## src/rtl/dfhsm_pkg.sv

```systemverilog
// Shared types and constants for the dryer fan and heater safety monitor.
// No dependencies; the other files that use this package refer to it by scoped names.
`timescale 1ns / 1ps

package dfhsm_pkg;

    // Sticky fault codes as seen on the result channel.
    typedef enum logic [1:0] {
        ERR_NONE        = 2'd0,
        ERR_FAN_STALL   = 2'd1,
        ERR_OVERHEAT    = 2'd2,
        ERR_SENSOR_LOST = 2'd3
    } t_err_code;

    // Configuration register indexes.
    localparam int CFG_IDX_W  = 3;
    localparam int CFG_DATA_W = 16;

    localparam logic [CFG_IDX_W-1:0] CFG_FAN_MIN_RPM       = 3'd0;
    localparam logic [CFG_IDX_W-1:0] CFG_OVERHEAT_LIMIT    = 3'd1;
    localparam logic [CFG_IDX_W-1:0] CFG_FAN_GRACE         = 3'd2;
    localparam logic [CFG_IDX_W-1:0] CFG_SENSOR_GRACE      = 3'd3;
    localparam logic [CFG_IDX_W-1:0] CFG_FAN_SPEED_PERCENT = 3'd4;

    // Register reset values.
    localparam logic [15:0]        RST_FAN_MIN_RPM       = 16'd600;
    localparam logic signed [7:0]  RST_OVERHEAT_LIMIT    = 8'sd40;
    localparam logic [5:0]         RST_FAN_GRACE         = 6'd20;
    localparam logic [5:0]         RST_SENSOR_GRACE      = 6'd50;
    localparam logic [6:0]         RST_FAN_SPEED_PERCENT = 7'd40;

    // Arithmetic constants.
    localparam logic [15:0] PULSE_MAX     = 16'hFFFF;
    localparam logic [20:0] RPM_PER_PULSE = 21'd30;
    localparam logic [6:0]  PCT_MIN       = 7'd20;
    localparam logic [6:0]  PCT_MAX       = 7'd100;
    localparam logic [11:0] FAN_CMP_STEP  = 12'd36;
    localparam logic [11:0] FAN_CMP_SAFE  = 12'd3600;
    localparam logic [7:0]  REQ_MAX       = 8'd100;
    localparam logic [9:0]  HEAT_STEP     = 10'd10;
    localparam logic [9:0]  HEAT_FULL     = 10'd1000;

    typedef struct packed {
        logic [15:0]       fan_min_rpm;
        logic signed [7:0] overheat_limit;
        logic [5:0]        fan_grace;
        logic [5:0]        sensor_grace;
        logic [6:0]        fan_speed_percent;
    } t_cfg;

    typedef struct packed {
        logic [7:0]        tach_pulses;
        logic [9:0]        elapsed_ms;
        logic signed [7:0] temperature;
        logic [7:0]        heater_request;
    } t_item;

    typedef struct packed {
        logic [20:0] fan_rpm;
        t_err_code   error_code;
        logic [11:0] fan_compare;
        logic [9:0]  heater_compare;
    } t_result;

endpackage

```

## src/rtl/dfhsm_in_if.sv

```systemverilog
// Tick input channel of the safety monitor: valid/ready handshake and payload.
// No dependencies.
`timescale 1ns / 1ps

interface dfhsm_in_if;
    logic              valid;
    logic              ready;
    logic [7:0]        tach_pulses;
    logic [9:0]        elapsed_ms;
    logic signed [7:0] temperature;
    logic [7:0]        heater_request;

    modport source (
        output valid, tach_pulses, elapsed_ms, temperature, heater_request,
        input  ready
    );
    modport sink (
        input  valid, tach_pulses, elapsed_ms, temperature, heater_request,
        output ready
    );
endinterface

```

## src/rtl/dfhsm_out_if.sv

```systemverilog
// Result channel of the safety monitor: valid/ready handshake and payload.
// No dependencies.
`timescale 1ns / 1ps

interface dfhsm_out_if;
    logic        valid;
    logic        ready;
    logic [20:0] fan_rpm;
    logic [1:0]  error_code;
    logic [11:0] fan_compare;
    logic [9:0]  heater_compare;

    modport source (
        output valid, fan_rpm, error_code, fan_compare, heater_compare,
        input  ready
    );
    modport sink (
        input  valid, fan_rpm, error_code, fan_compare, heater_compare,
        output ready
    );
endinterface

```

## src/rtl/dfhsm_cfg.sv

```systemverilog
// Configuration register bank of the safety monitor.
// Depends on dfhsm_pkg for the register indexes, reset values and t_cfg.
`timescale 1ns / 1ps

module dfhsm_cfg (
    input  logic                           i_clk,
    input  logic                           i_rst_n,
    input  logic                           i_cfg_we,
    input  logic [dfhsm_pkg::CFG_IDX_W-1:0]  i_cfg_idx,
    input  logic [dfhsm_pkg::CFG_DATA_W-1:0] i_cfg_wdata,
    output dfhsm_pkg::t_cfg                o_cfg
);

    dfhsm_pkg::t_cfg r_cfg;

    always_ff @(posedge i_clk) begin
        if (!i_rst_n) begin
            r_cfg.fan_min_rpm       <= dfhsm_pkg::RST_FAN_MIN_RPM;
            r_cfg.overheat_limit    <= dfhsm_pkg::RST_OVERHEAT_LIMIT;
            r_cfg.fan_grace         <= dfhsm_pkg::RST_FAN_GRACE;
            r_cfg.sensor_grace      <= dfhsm_pkg::RST_SENSOR_GRACE;
            r_cfg.fan_speed_percent <= dfhsm_pkg::RST_FAN_SPEED_PERCENT;
        end else if (i_cfg_we) begin
            // Writes to an index beyond the bank are dropped.
            unique case (i_cfg_idx)
                dfhsm_pkg::CFG_FAN_MIN_RPM: begin
                    r_cfg.fan_min_rpm <= i_cfg_wdata;
                end
                dfhsm_pkg::CFG_OVERHEAT_LIMIT: begin
                    r_cfg.overheat_limit <= $signed(i_cfg_wdata[7:0]);
                end
                dfhsm_pkg::CFG_FAN_GRACE: begin
                    r_cfg.fan_grace <= i_cfg_wdata[5:0];
                end
                dfhsm_pkg::CFG_SENSOR_GRACE: begin
                    r_cfg.sensor_grace <= i_cfg_wdata[5:0];
                end
                dfhsm_pkg::CFG_FAN_SPEED_PERCENT: begin
                    r_cfg.fan_speed_percent <= i_cfg_wdata[6:0];
                end
                default: begin
                end
            endcase
        end
    end

    assign o_cfg = r_cfg;

endmodule

```

## src/rtl/dfhsm_core.sv

```systemverilog
// Per-tick supervisor logic: tach window, fault checks and PWM compares.
// Holds the monitor state; depends on dfhsm_pkg for types and constants.
`timescale 1ns / 1ps

module dfhsm_core #(
    parameter int WINDOW_MS = 1000
) (
    input  logic               i_clk,
    input  logic               i_rst_n,
    input  logic               i_advance,
    input  dfhsm_pkg::t_item   i_item,
    input  dfhsm_pkg::t_cfg    i_cfg,
    output dfhsm_pkg::t_result o_result
);

    localparam logic [10:0] WindowLimit = 11'(WINDOW_MS);

    logic [15:0]          r_pulse_accum, n_pulse_accum;
    logic [10:0]          r_window_ms, n_window_ms;
    logic [20:0]          r_rpm_held, n_rpm_held;
    logic [5:0]           r_fan_low_count, n_fan_low_count;
    logic [5:0]           r_sensor_low_count, n_sensor_low_count;
    dfhsm_pkg::t_err_code r_fault_code, n_fault_code;

    logic [16:0] pulse_sum;
    logic [15:0] pulse_sat;
    logic [10:0] window_sum;
    logic [6:0]  pct_clamped;
    logic [6:0]  req_clamped;

    always_comb begin
        pulse_sum  = {1'b0, r_pulse_accum} + 17'(i_item.tach_pulses);
        pulse_sat  = pulse_sum[16] ? dfhsm_pkg::PULSE_MAX : pulse_sum[15:0];
        window_sum = r_window_ms + 11'(i_item.elapsed_ms);

        // The tick's own pulses count toward the window it closes.
        if (window_sum >= WindowLimit) begin
            n_rpm_held    = 21'(pulse_sat) * dfhsm_pkg::RPM_PER_PULSE;
            n_pulse_accum = '0;
            n_window_ms   = '0;
        end else begin
            n_rpm_held    = r_rpm_held;
            n_pulse_accum = pulse_sat;
            n_window_ms   = window_sum;
        end

        n_fault_code = r_fault_code;

        if (n_rpm_held < 21'(i_cfg.fan_min_rpm)) begin
            if (r_fan_low_count < i_cfg.fan_grace) begin
                n_fan_low_count = r_fan_low_count + 6'd1;
            end else begin
                n_fan_low_count = r_fan_low_count;
                n_fault_code    = dfhsm_pkg::ERR_FAN_STALL;
            end
        end else begin
            n_fan_low_count = '0;
        end

        if (i_item.temperature > i_cfg.overheat_limit) begin
            n_fault_code = dfhsm_pkg::ERR_OVERHEAT;
        end

        if (i_item.temperature <= 8'sd0) begin
            if (r_sensor_low_count < i_cfg.sensor_grace) begin
                n_sensor_low_count = r_sensor_low_count + 6'd1;
            end else begin
                n_sensor_low_count = r_sensor_low_count;
                n_fault_code       = dfhsm_pkg::ERR_SENSOR_LOST;
            end
        end else begin
            n_sensor_low_count = '0;
        end

        if (i_cfg.fan_speed_percent > dfhsm_pkg::PCT_MAX) begin
            pct_clamped = dfhsm_pkg::PCT_MAX;
        end else if (i_cfg.fan_speed_percent < dfhsm_pkg::PCT_MIN) begin
            pct_clamped = dfhsm_pkg::PCT_MIN;
        end else begin
            pct_clamped = i_cfg.fan_speed_percent;
        end

        if (i_item.heater_request > dfhsm_pkg::REQ_MAX) begin
            req_clamped = dfhsm_pkg::REQ_MAX[6:0];
        end else begin
            req_clamped = i_item.heater_request[6:0];
        end

        o_result.fan_rpm    = n_rpm_held;
        o_result.error_code = n_fault_code;
        // Any latched fault forces full fan and the heater off.
        if (n_fault_code != dfhsm_pkg::ERR_NONE) begin
            o_result.fan_compare    = dfhsm_pkg::FAN_CMP_SAFE;
            o_result.heater_compare = dfhsm_pkg::HEAT_FULL;
        end else begin
            o_result.fan_compare    = 12'(pct_clamped) * dfhsm_pkg::FAN_CMP_STEP;
            o_result.heater_compare = dfhsm_pkg::HEAT_FULL
                                    - 10'(req_clamped) * dfhsm_pkg::HEAT_STEP;
        end
    end

    always_ff @(posedge i_clk) begin
        if (!i_rst_n) begin
            r_pulse_accum      <= '0;
            r_window_ms        <= '0;
            r_rpm_held         <= '0;
            r_fan_low_count    <= '0;
            r_sensor_low_count <= '0;
            r_fault_code       <= dfhsm_pkg::ERR_NONE;
        end else if (i_advance) begin
            r_pulse_accum      <= n_pulse_accum;
            r_window_ms        <= n_window_ms;
            r_rpm_held         <= n_rpm_held;
            r_fan_low_count    <= n_fan_low_count;
            r_sensor_low_count <= n_sensor_low_count;
            r_fault_code       <= n_fault_code;
        end
    end

endmodule

```

## src/rtl/dryer_fan_heater_safety_monitor.sv

```systemverilog
// Top level of the dryer fan and heater safety monitor.
// Depends on dfhsm_pkg, dfhsm_in_if, dfhsm_out_if, dfhsm_cfg and dfhsm_core.
`timescale 1ns / 1ps

// Usage:
// Each beat on i_item is one supervisor tick: tach pulses and milliseconds
// since the previous tick, the temperature and the heater request. Every
// accepted tick yields exactly one beat on o_result with the held fan speed,
// the sticky error code and the fan and heater PWM compare values.
// Registers are written through i_cfg_we/i_cfg_idx/i_cfg_wdata while no
// tick is in flight; index 0..4 selects the register, other indexes are
// ignored.
// A tick is captured in an input register, evaluated against the monitor
// state by one level of compare and small-multiply logic, and lands in the
// result register, which drives o_result.valid.
// One tick per cycle is sustained while o_result.ready stays high; the rate
// is set by the single state update per tick between the two registers.
// When the receiver holds o_result.ready low, the result register holds its
// beat and the input register can still take one more tick before
// i_item.ready drops. Reset clears the valid flags of both registers, the
// accumulators, the counters, the error code, and loads the register defaults.
module dryer_fan_heater_safety_monitor #(
    parameter int WINDOW_MS = 1000
) (
    input  logic                             i_clk,
    input  logic                             i_rst_n,
    input  logic                             i_cfg_we,
    input  logic [dfhsm_pkg::CFG_IDX_W-1:0]  i_cfg_idx,
    input  logic [dfhsm_pkg::CFG_DATA_W-1:0] i_cfg_wdata,
    dfhsm_in_if.sink                         i_item,
    dfhsm_out_if.source                      o_result
);

    dfhsm_pkg::t_cfg    cfg;
    dfhsm_pkg::t_item   r_in;
    logic               r_in_valid;
    dfhsm_pkg::t_result r_out;
    logic               r_out_valid;
    dfhsm_pkg::t_result core_result;
    logic               advance;
    logic               in_take;

    dfhsm_cfg u_cfg (
        .i_clk       (i_clk),
        .i_rst_n     (i_rst_n),
        .i_cfg_we    (i_cfg_we),
        .i_cfg_idx   (i_cfg_idx),
        .i_cfg_wdata (i_cfg_wdata),
        .o_cfg       (cfg)
    );

    dfhsm_core #(
        .WINDOW_MS (WINDOW_MS)
    ) u_core (
        .i_clk     (i_clk),
        .i_rst_n   (i_rst_n),
        .i_advance (advance),
        .i_item    (r_in),
        .i_cfg     (cfg),
        .o_result  (core_result)
    );

    // The captured tick moves on whenever the result register is free or
    // is being emptied in this cycle.
    assign advance      = r_in_valid && (!r_out_valid || o_result.ready);
    assign i_item.ready = !r_in_valid || advance;
    assign in_take      = i_item.valid && i_item.ready;

    always_ff @(posedge i_clk) begin
        if (!i_rst_n) begin
            r_in_valid <= 1'b0;
        end else begin
            r_in_valid <= in_take || (r_in_valid && !advance);
        end
    end

    always_ff @(posedge i_clk) begin
        if (in_take) begin
            r_in.tach_pulses    <= i_item.tach_pulses;
            r_in.elapsed_ms     <= i_item.elapsed_ms;
            r_in.temperature    <= i_item.temperature;
            r_in.heater_request <= i_item.heater_request;
        end
    end

    always_ff @(posedge i_clk) begin
        if (!i_rst_n) begin
            r_out_valid <= 1'b0;
        end else begin
            r_out_valid <= advance || (r_out_valid && !o_result.ready);
        end
    end

    always_ff @(posedge i_clk) begin
        if (advance) begin
            r_out <= core_result;
        end
    end

    assign o_result.valid          = r_out_valid;
    assign o_result.fan_rpm        = r_out.fan_rpm;
    assign o_result.error_code     = r_out.error_code;
    assign o_result.fan_compare    = r_out.fan_compare;
    assign o_result.heater_compare = r_out.heater_compare;

    // A latched fault always comes with the safe drive values.
    a_safe_drive : assert property (@(posedge i_clk) disable iff (!i_rst_n)
        (r_out_valid && r_out.error_code != dfhsm_pkg::ERR_NONE) |->
        (r_out.fan_compare == dfhsm_pkg::FAN_CMP_SAFE &&
         r_out.heater_compare == dfhsm_pkg::HEAT_FULL))
        else $error("fault result without safe drive values");

    // Once a fault has been reported, the next result still carries one.
    a_fault_sticky : assert property (@(posedge i_clk) disable iff (!i_rst_n)
        (r_out_valid && r_out.error_code != dfhsm_pkg::ERR_NONE && advance) |=>
        (r_out.error_code != dfhsm_pkg::ERR_NONE))
        else $error("fault code cleared without reset");

    // Input back-pressure only arises from a full pipe behind a stalled sink.
    a_ready_cause : assert property (@(posedge i_clk) disable iff (!i_rst_n)
        !i_item.ready |-> (r_in_valid && r_out_valid && !o_result.ready))
        else $error("input stalled while the pipe can move");

    // Normal fan compare stays within the clamped percent range.
    a_fan_range : assert property (@(posedge i_clk) disable iff (!i_rst_n)
        r_out_valid |-> (r_out.fan_compare >= 12'd720 &&
                         r_out.fan_compare <= dfhsm_pkg::FAN_CMP_SAFE))
        else $error("fan compare out of range");

endmodule

```

## src/flat_wrapper.sv

```systemverilog
// flat-port wrapper written by rule: the top's interface ports become plain ports
module dryer_fan_heater_safety_monitor_flat 
#(
    parameter int WINDOW_MS = 1000
)
  (i_clk, i_rst_n, i_cfg_we, i_cfg_idx, i_cfg_wdata, i_item_valid, i_item_tach_pulses, i_item_elapsed_ms, i_item_temperature, i_item_heater_request, i_item_ready, o_result_valid, o_result_fan_rpm, o_result_error_code, o_result_fan_compare, o_result_heater_compare, o_result_ready);
  dfhsm_in_if i_item_i ();
  dfhsm_out_if o_result_i ();
  input  logic i_clk;
  input  logic i_rst_n;
  input  logic i_cfg_we;
  input  logic [dfhsm_pkg::CFG_IDX_W-1:0] i_cfg_idx;
  input  logic [dfhsm_pkg::CFG_DATA_W-1:0] i_cfg_wdata;
  input wire logic [$bits(i_item_i.valid)-1:0] i_item_valid;
  input wire logic [$bits(i_item_i.tach_pulses)-1:0] i_item_tach_pulses;
  input wire logic [$bits(i_item_i.elapsed_ms)-1:0] i_item_elapsed_ms;
  input wire logic [$bits(i_item_i.temperature)-1:0] i_item_temperature;
  input wire logic [$bits(i_item_i.heater_request)-1:0] i_item_heater_request;
  output wire logic [$bits(i_item_i.ready)-1:0] i_item_ready;
  output wire logic [$bits(o_result_i.valid)-1:0] o_result_valid;
  output wire logic [$bits(o_result_i.fan_rpm)-1:0] o_result_fan_rpm;
  output wire logic [$bits(o_result_i.error_code)-1:0] o_result_error_code;
  output wire logic [$bits(o_result_i.fan_compare)-1:0] o_result_fan_compare;
  output wire logic [$bits(o_result_i.heater_compare)-1:0] o_result_heater_compare;
  input wire logic [$bits(o_result_i.ready)-1:0] o_result_ready;
  assign i_item_i.valid = i_item_valid;
  assign i_item_i.tach_pulses = i_item_tach_pulses;
  assign i_item_i.elapsed_ms = i_item_elapsed_ms;
  assign i_item_i.temperature = i_item_temperature;
  assign i_item_i.heater_request = i_item_heater_request;
  assign i_item_ready = i_item_i.ready;
  assign o_result_valid = o_result_i.valid;
  assign o_result_fan_rpm = o_result_i.fan_rpm;
  assign o_result_error_code = o_result_i.error_code;
  assign o_result_fan_compare = o_result_i.fan_compare;
  assign o_result_heater_compare = o_result_i.heater_compare;
  assign o_result_i.ready = o_result_ready;
  dryer_fan_heater_safety_monitor #(.WINDOW_MS(WINDOW_MS)) u_core (.i_clk(i_clk), .i_rst_n(i_rst_n), .i_cfg_we(i_cfg_we), .i_cfg_idx(i_cfg_idx), .i_cfg_wdata(i_cfg_wdata), .i_item(i_item_i), .o_result(o_result_i));
endmodule
```

## config.mk

```make
export PLATFORM = sky130hd
export DESIGN_NAME = dryer_fan_heater_safety_monitor_flat
export DESIGN_NICKNAME = d
export VERILOG_FILES = /design/src/rtl/dfhsm_pkg.sv /design/src/rtl/dfhsm_in_if.sv /design/src/rtl/dfhsm_out_if.sv /design/src/rtl/dfhsm_cfg.sv /design/src/rtl/dfhsm_core.sv /design/src/rtl/dryer_fan_heater_safety_monitor.sv /design/src/flat_wrapper.sv
export SDC_FILE = /design/constraint.sdc
export NUM_CORES = 1
export LEC_CHECK = 0
export BUFFER_PORTS_ARGS = -buffer_cell sky130_fd_sc_hd__clkbuf_2
export CAP_MARGIN = 10
export CORE_UTILIZATION = 62
export CTS_CLUSTER_SIZE = 14
export DETAILED_ROUTE_END_ITERATION = 6
export PLACE_DENSITY = 0.86
export RECOVER_POWER = 50
export REMOVE_ABC_BUFFERS = 1
export SLEW_MARGIN = 20
export SYNTH_ARGS = -nofsm -noshare
export SYNTH_HDL_FRONTEND = slang
export SYNTH_SLANG_ARGS = --single-unit
```

## constraint.sdc

```tcl
create_clock -name i_clk -period 13.1 [get_ports i_clk]
set_input_delay 3.93 -clock i_clk [delete_from_list [all_inputs] [get_ports i_clk]]
set_output_delay 3.93 -clock i_clk [all_outputs]
set_load 0.01 [all_outputs]
```

==> reports/metrics.cfg <==
[sta]
fin_skew_ns = 0.01156
slew_headroom = -0.4265
setup_tns_ns = 0
period_share = 0.7079
rsz0062_at_grt = no
period_minus_slack_ns = 9.274
hold_viol = 0
setup_viol = 0
setup_ws_ns = 3.826
fmaxAchievable_mhz = 107.8
tightest_slew_ns = 2.140
slew_viol_final = 76

[drt]
totalWireLength_mm = 24.66
firstDrtPassIters = 5
detail-route-antenna-nets = 0
drc_errors = 0
wl_per_cell_um = 16.46
vias = 8819
viasPerCell = 5.887
drt_iter0_drc = 636

[clock_network]
h-tree-depth = 4
clock_latency_ns = 0.44
tritoncts = yes
cts_sinks = 183
clkTransAtPathRegs_ns = 0.07
clockBufferDepth = 2
numCtsBuffers = 17
ctsHoldBuffers = 0
post-cts-setup-buffer-count = 0
clockRootBuffer = clkbuf_16
cts_resized = 0

[synthesis]
ys_ff_latch = 183
yosysTopAreaCellShare = 0.2063
ys_types = 75
ys_warn_count = 0
ys_seq_area_frac = 0.4000
avgSynthCellArea_sq_um = 9.454
synth_edf_count = 76
synth_largest_area_cell = edfxtp_1
syn_inst = 1170
syn_area_sq_mm = 0.01106
synthArstFlopShare = 0
ys_top_cells_by_area = edfxtp_1 (21%), dfxtp_1 (19%), ha_1 (11%)
synthFlopType = dfxtp_1

[setup_path]
reg2reg_depth = 29
slowest_delay_ns = 0.91
path_max_fanout = 19
cp_slowest_cell = a2111oi_4
crit_required_ns = 13.24
arrival_ns = 9.41
critical_path_class = flop to flop
cp-start-kind = flop
cp-end-kind = flop

[power]
seqPwrFrac = 0.361
clkPwrFrac = 0.276
swShare = 0.3588
combPwrFrac = 0.363
p_leak_nw = 5.255
internal-power_w = 0.001145
power.density_mw_per_mm2 = 146.2
power_switching_w = 0.0006410
ir_worst_vdd_v = 0.0001687

[finish]
drive_gt1_frac = 0.09662
num_antenna_cells = 0
area_delta_synth_final_pct = 10.47
finalNonFillerCells = 1498
fillerInstances = 1279
layout_common_cells = nand2_1 (149), dfxtp_1 (107), inv_1 (98), ha_1 (97), a21oi_1 (87)
final_common_cell = nand2_1
nets = 1445

[floorplanning]
coreArea_sq_mm = 0.01736
io_pins = 105
rows = 48
die_area_sq_mm = 0.01838
die_y_um = 135.6
initial_utilization = 0.6373
die_w_um = 135.6

[place]
dp_hpwl_mm = 17.59
dp.cells = 1466
gp_congestion = 0.9272
dpl_worst_slack_ns = 3.839
io_buffers = 101

[run]
cap_violations = 2

[global_routing]
grt_pass1_vias = 8417
grt_pass1_wl_mm = 40.00
grt-ovfl-total = 0
antenna_found_initial = 0
grt_max_degree = 68
grt_use_total = 0.2774

[hold_path]
min_path_cells = 2
hold_path.class = flop to flop

[outcome]
run_status = complete, but fails checks
violations = capacitance limit, slew limit

==> stage by stage <==
stage	hold slack [ns]	total power, W	area [sq um]	utilization
after floorplan	0.4140	0.001144	10890	-
after global placement	0.4359	0.001273	11740	0.6761
after detailed placement	0.4450	0.001292	11740	0.6761
after CTS	0.4605	0.001785	12300	0.7086
after global routing	0.4839	0.001894	12220	0.7040
final	0.4593	0.001786	12220	0.7040
==> layer usage <==
layer,global-route usage,share of wire
met5,0,0
met4,0.1130,0.027
met3,0.04789,0.064
met2,0.4541,0.48
met1,0.3627,0.43
==> layout make-up <==
cell class | instances | area, sq um | share of cell area
multi-input combinational | 850 | 6082 | 0.4977
sequential | 183 | 4424 | 0.3621
timing repair buffer | 109 | 495.5 | 0.04055
clock buffer | 17 | 425.4 | 0.03481
inverter | 99 | 371.6 | 0.03041
tap | 225 | 281.5 | 0.02304
clock inverter | 15 | 138.9 | 0.01137
==> cells by family (layout without fill, tap and decap cells) <==
family / Yosys count / in the layout / synth area share
simple gates: 373 / 373 / 0.1578
fa+ha+maj: 129 / 129 / 0.1658
mux: 40 / 40 / 0.03846
xor+xnor: 47 / 47 / 0.03722
other cells: 1 / 3 / 0.0003390
flops: 183 / 183 / 0.4000
buf+inv: 139 / 240 / 0.04989
compound gates: 258 / 258 / 0.1505
==> cells in the mapped netlist, types with 6 or more instances <==
cell      instances
mux2i_1          20
edfxtp_1         76
mux2_2           20
nor3_1           20
o211ai_1         15
a211oi_1          8
dfxtp_1         107
inv_1            97
fa_1             30
nor2b_1          10
o21ai_0          43
nand3_1          26
a22oi_1          10
ha_1             97
a21o_1           23
o21bai_1          6
o21a_1           14
and3_1           11
xor2_1           16
nand4_1          10
nand2_1         149
xnor2_1          31
nand2b_1         11
clkbuf_1         30
a21oi_1          87
a31oi_1          10
nor2_1           82
and2_1           24
==> power by group through the flow <==
stage	Combinational, W	Clock, W	Sequential (W)
6_report	0.000648	0.000493	0.000645
2_1_floorplan	0.000487	0	0.000658
3_5_place_dp	0.000636	0	0.000656
3_3_place_gp	0.000618	0	0.000655
4_1_cts	0.000644	0.000497	0.000644
5_1_grt	0.000726	0.000521	0.000647
==> worst paths after layout <==
kind	startpoint	slack, ns	end
max	u_core.r_in[26]	3.83	u_core.o_result.heater_compare[5]
min	u_core.u_cfg.o_cfg[28]	0.46	u_core.u_cfg.o_cfg[28]
min reg2reg	u_core.u_cfg.o_cfg[28]	0.46	u_core.u_cfg.o_cfg[28]
max reg2reg	u_core.r_in[26]	3.83	u_core.o_result.heater_compare[5]
==> sequential cells by signal, summed over array words and instances (netlist names) <==
register,count
u_core.o_result.heater_compare,9
u_core.u_core.r_window_ms,11
u_core.u_core.r_fan_low_count,6
u_core.o_result.fan_compare,10
u_core.u_core.r_pulse_accum,16
u_core.o_result.valid,1
u_core.o_result.fan_rpm,21
u_core.u_cfg.o_cfg,43
u_core.r_in,34
u_core.u_core.r_sensor_low_count,6
u_core.o_result.error_code,2
u_core.u_core.r_fault_code,2
u_core.u_core.r_rpm_held,21
u_core.r_in_valid,1
==> critical path, delay by kind of cell, from the launching register on <==
| kind | cells | cell delay, ns |
|---|---|---|
| compound gates | 16 | 4.49 |
| xor+xnor | 1 | 0.18 |
| fa+ha+maj | 6 | 2.37 |
| buf+inv | 1 | 0.12 |
| flops | 1 | 0.38 |
| simple gates | 5 | 1.41 |
(Power assumes the default switching activity.)
